`config.mk`:
```
export PLATFORM = sky130hd
export DESIGN_NAME = two_window_motor_controller
export DESIGN_NICKNAME = d
export VERILOG_FILES = /design/src/rtl/core/wmc_pkg.sv /design/src/rtl/core/wmc_side.sv /design/src/rtl/core/two_window_motor_controller.sv
export SDC_FILE = /design/constraint.sdc
export NUM_CORES = 1
export LEC_CHECK = 0
export BUFFER_PORTS_ARGS = -buffer_cell sky130_fd_sc_hd__buf_4
export CAP_MARGIN = 40
export CORE_UTILIZATION = 25
export CTS_CLUSTER_DIAMETER = 30
export DETAILED_ROUTE_END_ITERATION = 10
export HOLD_SLACK_MARGIN = 0.08
export PLACE_DENSITY = 0.37
export SYNTH_ARGS = -nofsm -noshare
export SYNTH_HDL_FRONTEND = slang
export SYNTH_SLANG_ARGS = --single-unit
```
`constraint.sdc`:
```
create_clock -name clk -period 2.8 [get_ports clk]
set_input_delay 0.56 -clock clk [delete_from_list [all_inputs] [get_ports clk]]
set_output_delay 0.56 -clock clk [all_outputs]
set_load 0.05 [all_outputs]
```
`src/rtl/core/wmc_pkg.sv`:
```
package wmc_pkg;

  localparam int unsigned LevelW  = 6;
  localparam int unsigned HoldW   = 5;
  localparam int unsigned SecW    = 3;
  localparam int unsigned CfgIdxW = 2;
  localparam int unsigned CfgW    = 6;

  localparam logic [1:0] FUNC_BUTTON = 2'd0;
  localparam logic [1:0] FUNC_STEP   = 2'd1;
  localparam logic [1:0] FUNC_TICK   = 2'd2;
  localparam logic [1:0] FUNC_NONE   = 2'd3;

  localparam logic [CfgIdxW-1:0] CFG_FULL_LEVEL   = 2'd0;
  localparam logic [CfgIdxW-1:0] CFG_HOLD_STEPS   = 2'd1;
  localparam logic [CfgIdxW-1:0] CFG_AUTO_SECONDS = 2'd2;

  localparam logic [LevelW-1:0] FULL_LEVEL_RST   = 6'd40;
  localparam logic [HoldW-1:0]  HOLD_STEPS_RST   = 5'd20;
  localparam logic [SecW-1:0]   AUTO_SECONDS_RST = 3'd6;
  localparam logic [SecW-1:0]   SEC_MAX          = 3'd7;

  typedef enum logic [2:0] {
    CMD_STOP    = 3'd0,
    CMD_OPEN_R  = 3'd1,
    CMD_CLOSE_R = 3'd2,
    CMD_OPEN_L  = 3'd3,
    CMD_CLOSE_L = 3'd4
  } cmd_t;

  typedef struct packed {
    logic [1:0] func;
    logic [3:0] buttons;
  } in_word_t;

  typedef struct packed {
    logic [3:0]        motor_drive;
    logic [LevelW-1:0] right_level;
    logic [LevelW-1:0] left_level;
    logic              right_auto;
    logic              left_auto;
    logic [2:0]        active_command;
  } out_word_t;

  typedef struct packed {
    logic [LevelW-1:0] count;
    logic [HoldW-1:0]  hold;
    logic              auto_f;
    logic [SecW-1:0]   secs;
  } side_state_t;

  typedef struct packed {
    logic move;
    logic opening;
    logic stop;
    logic tick;
  } side_ctl_t;

  typedef struct packed {
    logic [LevelW-1:0] full_level;
    logic [HoldW-1:0]  hold_steps;
    logic [SecW-1:0]   auto_seconds;
  } cfg_t;

endpackage

```
`src/rtl/core/wmc_side.sv`:
```
module wmc_side (
  input  wmc_pkg::side_ctl_t   ctl,
  input  wmc_pkg::cfg_t        cfg,
  input  wmc_pkg::side_state_t st,
  input  logic [1:0]           pins,
  output wmc_pkg::side_state_t st_nxt,
  output logic [1:0]           pins_nxt
);

  logic [wmc_pkg::HoldW-1:0] hold_inc;
  logic [wmc_pkg::SecW-1:0]  secs_inc;

  always_comb begin
    st_nxt   = st;
    pins_nxt = pins;
    hold_inc = st.hold + wmc_pkg::HoldW'(1);
    secs_inc = (st.secs < wmc_pkg::SEC_MAX) ? st.secs + wmc_pkg::SecW'(1) : st.secs;
    if (ctl.move) begin
      if (ctl.opening) begin
        if (st.count < cfg.full_level) begin
          pins_nxt     = 2'b01;
          st_nxt.count = st.count + wmc_pkg::LevelW'(1);
        end else if (st.count > cfg.full_level) begin
          st_nxt.count = cfg.full_level;
        end
      end else if (st.count != '0) begin
        pins_nxt     = 2'b10;
        st_nxt.count = st.count - wmc_pkg::LevelW'(1);
      end
      st_nxt.hold = hold_inc;
      if (hold_inc == cfg.hold_steps) begin
        st_nxt.auto_f = 1'b1;
        st_nxt.secs   = '0;
        st_nxt.hold   = '0;
        st_nxt.count  = ctl.opening ? cfg.full_level : '0;
      end
    end else if (ctl.stop) begin
      if (!st.auto_f) begin
        pins_nxt    = 2'b00;
        st_nxt.hold = '0;
      end
    end else if (ctl.tick) begin
      st_nxt.secs = secs_inc;
      if (st.auto_f && (secs_inc > cfg.auto_seconds)) begin
        st_nxt.auto_f = 1'b0;
      end
    end
  end

endmodule

```
`src/rtl/core/two_window_motor_controller.sv`:
```
// A result word is registered when its input word is accepted and appears in the next cycle.
// Throughput: one word per cycle while out_ready is high; all state updates in one pass.
// A waiting result holds off input; a word enters in the cycle the previous result leaves.
// Reset (rst_n low, synchronous): command stop, levels closed, counts and auto
// flags cleared, motors off, registers back to full 40, hold 20, seconds 6.
module two_window_motor_controller (
  input  logic                          clk,
  input  logic                          rst_n,
  input  logic                          in_valid,
  output logic                          in_ready,
  input  wmc_pkg::in_word_t             in_data,
  output logic                          out_valid,
  input  logic                          out_ready,
  output wmc_pkg::out_word_t            out_data,
  input  logic                          cfg_valid,
  output logic                          cfg_ready,
  input  logic [wmc_pkg::CfgIdxW-1:0]   cfg_index,
  input  logic [wmc_pkg::CfgW-1:0]      cfg_data
);

  wmc_pkg::cfg_t        cfg_r;
  wmc_pkg::cmd_t        cmd_r, cmd_nxt;
  logic [3:0]           pins_r, pins_nxt;
  wmc_pkg::side_state_t rside_r, rside_nxt, lside_r, lside_nxt;
  wmc_pkg::side_ctl_t   rctl, lctl;
  wmc_pkg::out_word_t   out_data_r, out_data_nxt;
  logic                 out_valid_r;
  logic                 in_fire;
  logic                 is_step;

  assign in_ready  = !out_valid_r || out_ready;
  assign in_fire   = in_valid && in_ready;
  assign cfg_ready = 1'b1;
  assign out_valid = out_valid_r;
  assign out_data  = out_data_r;
  assign is_step   = (in_data.func == wmc_pkg::FUNC_STEP);

  always_comb begin
    cmd_nxt = cmd_r;
    if (in_data.func == wmc_pkg::FUNC_BUTTON) begin
      if (!in_data.buttons[1]) begin
        cmd_nxt = wmc_pkg::CMD_OPEN_R;
      end else if (!in_data.buttons[0]) begin
        cmd_nxt = wmc_pkg::CMD_CLOSE_R;
      end else if (!in_data.buttons[2]) begin
        cmd_nxt = wmc_pkg::CMD_CLOSE_L;
      end else if (!in_data.buttons[3]) begin
        cmd_nxt = wmc_pkg::CMD_OPEN_L;
      end else begin
        cmd_nxt = wmc_pkg::CMD_STOP;
      end
    end
  end

  always_comb begin
    rctl.move    = is_step && (cmd_r == wmc_pkg::CMD_OPEN_R || cmd_r == wmc_pkg::CMD_CLOSE_R);
    rctl.opening = (cmd_r == wmc_pkg::CMD_OPEN_R);
    rctl.stop    = is_step && (cmd_r == wmc_pkg::CMD_STOP);
    rctl.tick    = (in_data.func == wmc_pkg::FUNC_TICK);
    lctl.move    = is_step && (cmd_r == wmc_pkg::CMD_OPEN_L || cmd_r == wmc_pkg::CMD_CLOSE_L);
    lctl.opening = (cmd_r == wmc_pkg::CMD_OPEN_L);
    lctl.stop    = rctl.stop;
    lctl.tick    = rctl.tick;
  end

  wmc_side u_right (
    .ctl      (rctl),
    .cfg      (cfg_r),
    .st       (rside_r),
    .pins     (pins_r[1:0]),
    .st_nxt   (rside_nxt),
    .pins_nxt (pins_nxt[1:0])
  );

  wmc_side u_left (
    .ctl      (lctl),
    .cfg      (cfg_r),
    .st       (lside_r),
    .pins     (pins_r[3:2]),
    .st_nxt   (lside_nxt),
    .pins_nxt (pins_nxt[3:2])
  );

  always_comb begin
    out_data_nxt.motor_drive    = pins_nxt;
    out_data_nxt.right_level    = rside_nxt.count;
    out_data_nxt.left_level     = lside_nxt.count;
    out_data_nxt.right_auto     = rside_nxt.auto_f;
    out_data_nxt.left_auto      = lside_nxt.auto_f;
    out_data_nxt.active_command = cmd_nxt;
  end

  always_ff @(posedge clk) begin
    if (!rst_n) begin
      cfg_r.full_level   <= wmc_pkg::FULL_LEVEL_RST;
      cfg_r.hold_steps   <= wmc_pkg::HOLD_STEPS_RST;
      cfg_r.auto_seconds <= wmc_pkg::AUTO_SECONDS_RST;
    end else if (cfg_valid && cfg_ready) begin
      case (cfg_index)
        wmc_pkg::CFG_FULL_LEVEL:   cfg_r.full_level   <= cfg_data[wmc_pkg::LevelW-1:0];
        wmc_pkg::CFG_HOLD_STEPS:   cfg_r.hold_steps   <= cfg_data[wmc_pkg::HoldW-1:0];
        wmc_pkg::CFG_AUTO_SECONDS: cfg_r.auto_seconds <= cfg_data[wmc_pkg::SecW-1:0];
        default: ;
      endcase
    end
  end

  always_ff @(posedge clk) begin
    if (!rst_n) begin
      cmd_r       <= wmc_pkg::CMD_STOP;
      pins_r      <= '0;
      rside_r     <= '0;
      lside_r     <= '0;
      out_valid_r <= 1'b0;
    end else begin
      if (in_fire) begin
        cmd_r       <= cmd_nxt;
        pins_r      <= pins_nxt;
        rside_r     <= rside_nxt;
        lside_r     <= lside_nxt;
        out_valid_r <= 1'b1;
      end else if (out_ready) begin
        out_valid_r <= 1'b0;
      end
    end
  end

  always_ff @(posedge clk) begin
    if (in_fire) begin
      out_data_r <= out_data_nxt;
    end
  end

  a_fire_gives_word: assert property (@(posedge clk) disable iff (!rst_n)
    in_fire |=> out_valid_r)
    else $error("accepted word produced no result");

  a_pins_exclusive: assert property (@(posedge clk) disable iff (!rst_n)
    !(pins_r[0] && pins_r[1]) && !(pins_r[2] && pins_r[3]))
    else $error("motor driven both ways");

  a_stop_clears_right: assert property (@(posedge clk) disable iff (!rst_n)
    in_fire && is_step && cmd_r == wmc_pkg::CMD_STOP && !rside_r.auto_f
    |=> out_data_r.motor_drive[1:0] == 2'b00 && rside_r.hold == '0)
    else $error("stop left right motor running");

  a_tick_no_auto: assert property (@(posedge clk) disable iff (!rst_n)
    in_fire && in_data.func == wmc_pkg::FUNC_TICK && !rside_r.auto_f && !lside_r.auto_f
    |=> !rside_r.auto_f && !lside_r.auto_f)
    else $error("tick engaged auto mode");

endmodule

```
After elaboration in Yosys (flattened, before gate mapping)
Cells that the tools add are included.

Output and inout bits: 24. Logic and storage cells: 126. Bits of input ports: 19. Register bits after elaboration: 73.

Muxes and demuxes: 47. $lt $le $gt $ge: 8. Reduce and logical (&&, ||, !) cells: 27. Eq/ne operators: 16. Add/sub/neg operators: 8.

Operators by type and width (count): $mux 6 (12); $mux 15 (2); $mux 2 (13); $mux 5 (4); $mux 3 (6); $mux 9 (2); $mux 4 (4); $add 6x1->6 const B (2); $gt 6x6->1 (2); $lt 6x6->1 (2); $reduce_bool 6->1 (2); $sub 6x1->6 const B (2); $add 5x1->5 const B (2); $eq 5x5->1 (2); $ne 2x1->1 const B (5); $reduce_bool 2->1 (5); $reduce_and 4->1 (2); $add 3x1->3 const B (2); $eq 3x2->1 const B (2); $gt 3x3->1 (2); $logic_and 1x1->1 (6); $lt 3x3->1 const B (2); $reduce_and 2->1 (3); $reduce_and 3->1 (2); 10 further kinds (18).

Longest topological paths before layout
Gate-level depths: netlist of the first run.

Depth after elaboration: 8. Depth in mapped cells: 9. Mapped depth without buffers: 9.

By module
Synthesis of the first run repeated with hierarchy kept, for this count alone.

Cells, all modules: 616. Area total of the unflattened synthesis: 5142.4 µm².

Modules (own cells, without submodules): two_window_motor_controller (area each 2780.2 µm², instances 1, sequential area each 1671.6 µm², cells each 266); wmc_side (area each 1181.1 µm², instances 2, sequential area each 0.0 µm², cells each 175).

Worst setup path after synthesis of the first run
No wires, ideal clock.

Path type: flip-flop to flip-flop. Start point: register cfg_r[12] (netlist name). End point: register out_data_r (netlist bit out_data[5]) (data pin). Period minus slack after synthesis: 2.313 ns. Stages on the path, launching flop included: 9. Buffers on the path: 0. Path slack: 0.487 ns. Arrival: 2.161 ns. Library setup time: 0.152 ns. Required time: 2.648 ns. Cell sequence: dfxtp_1 -> inv_1 -> ha_1 -> a21oi_1 -> nand2_1 -> a211oi_4 -> nor4_1 -> or4_1 -> a31oi_1.

RTL lines: start: declaration (line two_window_motor_controller.sv:21) `wmc_pkg::cfg_t cfg_r;`; end signal: assignment (line two_window_motor_controller.sv:130) `out_data_r <= out_data_nxt;`; end: declaration (line two_window_motor_controller.sv:26) `wmc_pkg::out_word_t out_data_r, out_data_nxt;`.

==> results of run 1 <==
==> registers in the layout, summed over array words and instances (netlist names) <==
name       count
out_data      21
lside_r       15
rside_r       15
cfg_r         14
pins_r         4
cmd_r          3
out_valid      1
==> layout by cell type (no fill, tap or decap), types with 10 or more instances in the layout <==
| cell | n |
|---|---|
| nor3_1 | 10 |
| clkbuf_16 | 10 |
| nand3_1 | 18 |
| nand2_1 | 52 |
| nor2_1 | 55 |
| a31oi_1 | 15 |
| buf_4 | 79 |
| nand2b_1 | 14 |
| mux2i_1 | 24 |
| a21oi_1 | 36 |
| o21ai_0 | 35 |
| o211ai_1 | 10 |
| edfxtp_1 | 21 |
| inv_1 | 18 |
| dfxtp_1 | 52 |
| ha_1 | 26 |
| xnor2_1 | 13 |
==> final timing paths <==
| kind | from | to | slack, ns | cells past startpoint |
|---|---|---|---|---|
| min | cfg_data[5] | cfg_r[13] | 0.43 | 3 |
| max | cfg_r[13] | out_data[15] | 0.07 | 8 |
| min reg2reg | pins_r[2] | pins_r[2] | 0.47 | 2 |
| max reg2reg | cfg_r[13] | out_data[15] | 0.07 | 8 |
==> report_power, final <==
part / internal (mW) / total [mW] / switching (mW)
clock: 0.699 / 1.19 / 0.495
combinational: 0.156 / 0.435 / 0.279
sequential: 1.13 / 1.16 / 0.0294
total: 1.98 / 2.79 / 0.804
==> critical path: cells and delay by family (launching register included) <==
kind,cells,cell delay [ns]
adder cells (fa/ha/maj),1,0.36
AND/OR/NAND/NOR,4,0.97
buffers and inverters,1,0.13
flip-flops,1,0.40
AO/OA/AOI/OAI,2,0.61
==> what timing repair did <==
item,in CTS,in global routing
setup buffers,0,3
endpoints found under the setup margin,0,3
gates resized for setup,0,1
==> Yosys cell counts, types with 10 or more instances <==
master	number	area share
inv_1	18	0.014
clkbuf_1	19	0.014
o211ai_1	10	0.015
a21oi_1	36	0.036
mux2i_1	24	0.048
ha_1	26	0.065
nor2_1	55	0.041
a31oi_1	15	0.019
xnor2_1	13	0.023
nand2_1	52	0.039
nor3_1	10	0.010
o21ai_0	35	0.035
dfxtp_1	52	0.21
nand3_1	19	0.019
nand2b_1	14	0.018
edfxtp_1	21	0.13
==> final cells by class <==
cell class,count,share of cell area
multi-input cells,461,0.509
clock buffers,12,0.0459
flip-flops and latches,73,0.276
well taps,265,0.0548
clock inverters,4,0.00393
repair buffers,79,0.0981
inverters,19,0.0118
==> metal layers <==
metal  part of all wire  vias to the layer above  GRT usage  wire, um
li1                   -                     2301          -         -
met2               0.47                      122      0.267      7550
met5                  0                        -          0         0
met3              0.044                       17     0.0313       707
met1               0.47                     2247      0.210      7510
met4              0.012                        0     0.0521       198
==> stage by stage <==
step	TNS, ns	instances
finish	0	913
global route	-0.0597	913
CTS	0	910
detailed placement	0	894
global placement	0	894
floorplan	0	585
==> cell families (layout without fill, tap and decap cells) <==
| logic type | after synthesis | after routing | share of synthesized area |
|---|---|---|---|
| AOI/OAI and AO/OA | 180 | 180 | 0.248 |
| xor gates and xnor gates | 21 | 21 | 0.0368 |
| DFF | 73 | 73 | 0.334 |
| muxes | 24 | 24 | 0.0480 |
| and+or+nand+nor | 209 | 209 | 0.216 |
| buffers and inverters | 51 | 114 | 0.0515 |
| adders and majority gates | 26 | 26 | 0.0650 |
| other | 1 | 1 | 0.000749 |
==> flow_summary_export.csv, run 1 <==
group,metric,value,unit
run_status,outcome,"finished, final reports clean",
timing,maxSlewHeadroom,0.609,
cts,tritoncts,"done",
timing,setup_violations,0,
run,cap_violations,0,
synth,avgSynthCellArea,8.55,um^2
timing,min_period_over_period,0.975,
synth,syn_inst,585,
final_layout,multiInputGateArea,3080,um^2
final_layout,syn_to_final_growth,20.9,%
synth,synth_cell_type_count,84,
global_routing,grt_max_degree,28,
global_routing,antenna_found_initial,0,
placed_design,preCtsSetupSlack,0.125,ns
routing,drt-initial-drc-count,346,
synth,synth_ff_type,"dfxtp_1",
routing,vias,4687,
synth,syn_area,5000,um^2
placed_design,place_congestion,0.857,
synth,yosysSeqAreaShare,0.334,
timing,finalHoldViolCount,0,
placed_design,hpwl,11.9,mm
critical_path,cp_data_required_time,2.90,ns
final_layout,regArea,1670,um^2
critical_path,slowest_delay,0.40,ns
routing,wl,16.0,mm
hold_path,hold_path_class,"in -> reg",
cts,clk_latency,0.36,ns
synth,synth_seq_cells,73,
cts,clkSlewWorstSetupHoldPaths,0.06,ns
cts,cts-root-buf,"clkbuf_16",
synth,syn_nets,630,
global_routing,grt_overflow_total,0,
final_layout,fin_util,0.310,
global_routing,grt_pass1_wl,24.8,mm
timing,setup_ws,0.0711,ns
timing,rsz0062_at_grt,"yes",
routing,drc,0,
critical_path,crit_fanout,5,
die,row_count,51,
die,die_h,143,um
synth,synth_edf_count,21,
power,leakage,2.48,nW
critical_path,end_kind,"register",
final_layout,diodes,0,
die,dieArea,20600,um^2
cts,cts-hold-fix-buffers,0,
routing,viasPerCell,5.13,
timing,fin_skew,0.0127,ns
cts,htreeDepth,3,
die,io_pins,43,
global_routing,grt_pass1_vias,4498,
final_layout,drive_gt1_frac,0.191,
global_routing,grtUsageTotal,0.161,
power,powerDensity,460,nW/um^2
placed_design,port_buffers,41,
timing,slew_violations,0,
die,start_util,0.256,
critical_path,crit_path_cell_trace,"inv_1, ha_1, nand4_1, o21bai_1, and3_1, nor3_1, nor4b_1, o32a_1",
timing,period_needed,2.73,ns
final_layout,fin_nets,688,
synth,yosys_warnings,0,
critical_path,path_class,"reg -> reg",
critical_path,cp-start-kind,"register",
final_layout,n_fill_cell,2114,
synth,synthArstFlopShare,0,
critical_path,cp.arrival,2.82,ns
die,die_x,143,um
placed_design,dpl_cell_area,5720,um^2
routing,drtAntennaViolNets,0,
timing,fmax,366,MHz
routing,routedWlPerCell,17.5,um
power,power,2.79,mW
die,coreArea,19500,um^2
routing,drt_pass1_iterations,5,
timing,holdWs,0.433,ns
cts,clk_path_buf_depth,2,
cts,cts-buffers-inserted,9,
final_layout,postLayoutCellArea,6050,um^2
cts,cts.sinks,73,
power,vdd_ir_drop_max,0.310,mV
critical_path,crit_path_top_delay_cell,"dfxtp_1",
timing,worstMarginPinSlew,0.583,ns
Power figures use the tool's default switching activity.
==> run 2, diff against run 1 <==
CAP_MARGIN = 25   (was 40)
CELL_PAD_IN_SITES_DETAIL_PLACEMENT = 1   (was not set)
CELL_PAD_IN_SITES_GLOBAL_PLACEMENT = 1   (was not set)
PLACE_DENSITY = 0.46   (was 0.37)
==> flow_summary_export.csv, run 2 (synthesis gave the netlist of run 1 again) <==
group,metric,value,unit
run,cap_violations,0,
timing,worstMarginPinSlew,0.716,ns
final_layout,postLayoutCellArea,6030,um^2
routing,drt-initial-drc-count,275,
routing,viasPerCell,5.21,
power,leakage,2.48,nW
critical_path,crit_fanout,8,
timing,fmax,383,MHz
critical_path,end_kind,"register",
critical_path,cp_data_required_time,3.00,ns
timing,finalHoldViolCount,0,
final_layout,drive_gt1_frac,0.193,
die,die_x,143,um
cts,cts-buffers-inserted,9,
routing,wl,17.1,mm
global_routing,grtUsageTotal,0.176,
cts,clkSlewWorstSetupHoldPaths,0.06,ns
global_routing,grt_max_degree,33,
timing,rsz0062_at_grt,"no",
cts,clk_latency,0.35,ns
final_layout,final_cells,913,
global_routing,grt_overflow_total,0,
power,power,2.71,mW
run_status,outcome,"finished, final reports clean",
routing,drt_pass1_iterations,4,
timing,setup_violations,0,
cts,cts.sinks,73,
die,coreArea,19500,um^2
final_layout,layout_common_cells,"buf_4 (79), nor2_1 (55), nand2_1 (52), dfxtp_1 (52), a21oi_1 (36)",
critical_path,path_class,"reg -> reg",
cts,clk_path_buf_depth,2,
final_layout,diodes,0,
final_layout,fin_nets,688,
final_layout,regArea,1670,um^2
die,io_pins,43,
timing,min_period_over_period,0.934,
routing,vias,4759,
final_layout,fin_util,0.309,
critical_path,timing.rr.start,"cfg_r[12]",
timing,period_needed,2.61,ns
routing,drtAntennaViolNets,0,
cts,tritoncts,"done",
final_layout,multiInputGateArea,3090,um^2
final_layout,largest_register_ffs,21,
final_layout,layout_commonest_cell,"buf_4",
critical_path,cp.arrival,2.81,ns
die,start_util,0.256,
global_routing,grt_pass1_vias,4961,
timing,fin_skew,0.00523,ns
routing,routedWlPerCell,18.8,um
global_routing,antenna_found_initial,0,
hold_path,hold_path_end,"cfg_r[13]",
cts,cts-root-buf,"clkbuf_16",
timing,maxSlewHeadroom,0.521,
final_layout,n_fill_cell,2333,
hold_path,hold_path_class,"in -> reg",
placed_design,hpwl,13.0,mm
placed_design,port_buffers,41,
critical_path,cp-start-kind,"register",
die,die_h,143,um
placed_design,dpl_cell_area,5730,um^2
placed_design,place_congestion,0.850,
power,vdd_ir_drop_max,0.280,mV
routing,drc,0,
critical_path,ff2ff_path_depth,8,
global_routing,grt_pass1_wl,27.3,mm
final_layout,syn_to_final_growth,20.4,%
timing,fin_tns_setup,0,ns
cts,cts-hold-fix-buffers,0,
die,row_count,51,
critical_path,reg2reg_to,"out_data[5]",
timing,slew_violations,0,
hold_path,hold_path_depth,3,
die,dieArea,20600,um^2
hold_path,hp-start,"cfg_data[5]",
critical_path,r2r_setup_slack,0.19,ns
cts,htreeDepth,3,
power,powerDensity,449,nW/um^2
placed_design,place_inst,896,
[run 2: cell count changes in the layout (fill, tap and decap cells not counted), sizes merged]
| cell | before | now |
|---|---|---|
| inv | 18 | 20 |
| clkinvlp | 2 | 0 |
| clkinv | 3 | 5 |
| clkbuf | 12 | 10 |
[run 2: through the flow]
step	setup slack [ns]	hold WS (ns)
6_report	0.186	0.455
5_1_grt	0.0307	0.464
4_1_cts	0.102	0.446
3_5_place_dp	0.126	0.478
3_3_place_gp	0.192	0.463
2_1_floorplan	0.487	0.446
[run 2: worst max path at each step]
| stage | start | to | slack, ns |
|---|---|---|---|
| 6_report | cfg_r[12] | out_data[5] | 0.19 |
| 5_1_grt | cfg_r[12] | out_data[8] | 0.03 |
| 3_3_place_gp | cfg_r[9] | out_data[14] | 0.19 |
| 2_1_floorplan | cfg_r[12] | out_data[5] | 0.49 |
| 3_5_place_dp | cfg_r[9] | out_data[5] | 0.13 |
| 4_1_cts | cfg_r[9] | out_data[5] | 0.10 |
[run 2: what timing repair did]
| item | CTS | global route |
|---|---|---|
| gates resized for setup | 0 | 3 |
| setup buffers | 0 | 1 |
| setup endpoints to repair | 0 | 3 |
[run 2: layout make-up]
type                            count  share of cell area
Clock buffer                       10              0.0397
Clock inverter                      6             0.00519
Inverter                           19              0.0118
Multi-Input combinational cell    461               0.512
Sequential cell                    73               0.277
Tap cell                          265              0.0550
Timing Repair Buffer               79              0.0984
[run 2: worst max-delay path, cell delays in order, from the launching register on]
cell and delay (ns):
dfxtp_1 0.40, inv_1 0.13, ha_1 0.35, a21oi_1 0.16
nand2_1 0.10, a211oi_4 0.53, nor4_1 0.14, or4_1 0.48
a31oi_1 0.16
[run 2: metal layers]
metal | vias up | share of wire | GRT usage
li1 | 2294 | - | -
met1 | 2358 | 0.48 | 0.233
met2 | 86 | 0.46 | 0.280
met3 | 21 | 0.041 | 0.0373
met4 | 0 | 0.024 | 0.0683
met5 | - | 0 | 0
[run 2: report_power, final]
group,internal (mW),total [mW],switching (mW)
registers,1.13,1.16,0.0309
logic,0.154,0.437,0.283
clock network,0.618,1.11,0.493
total,1.90,2.71,0.807
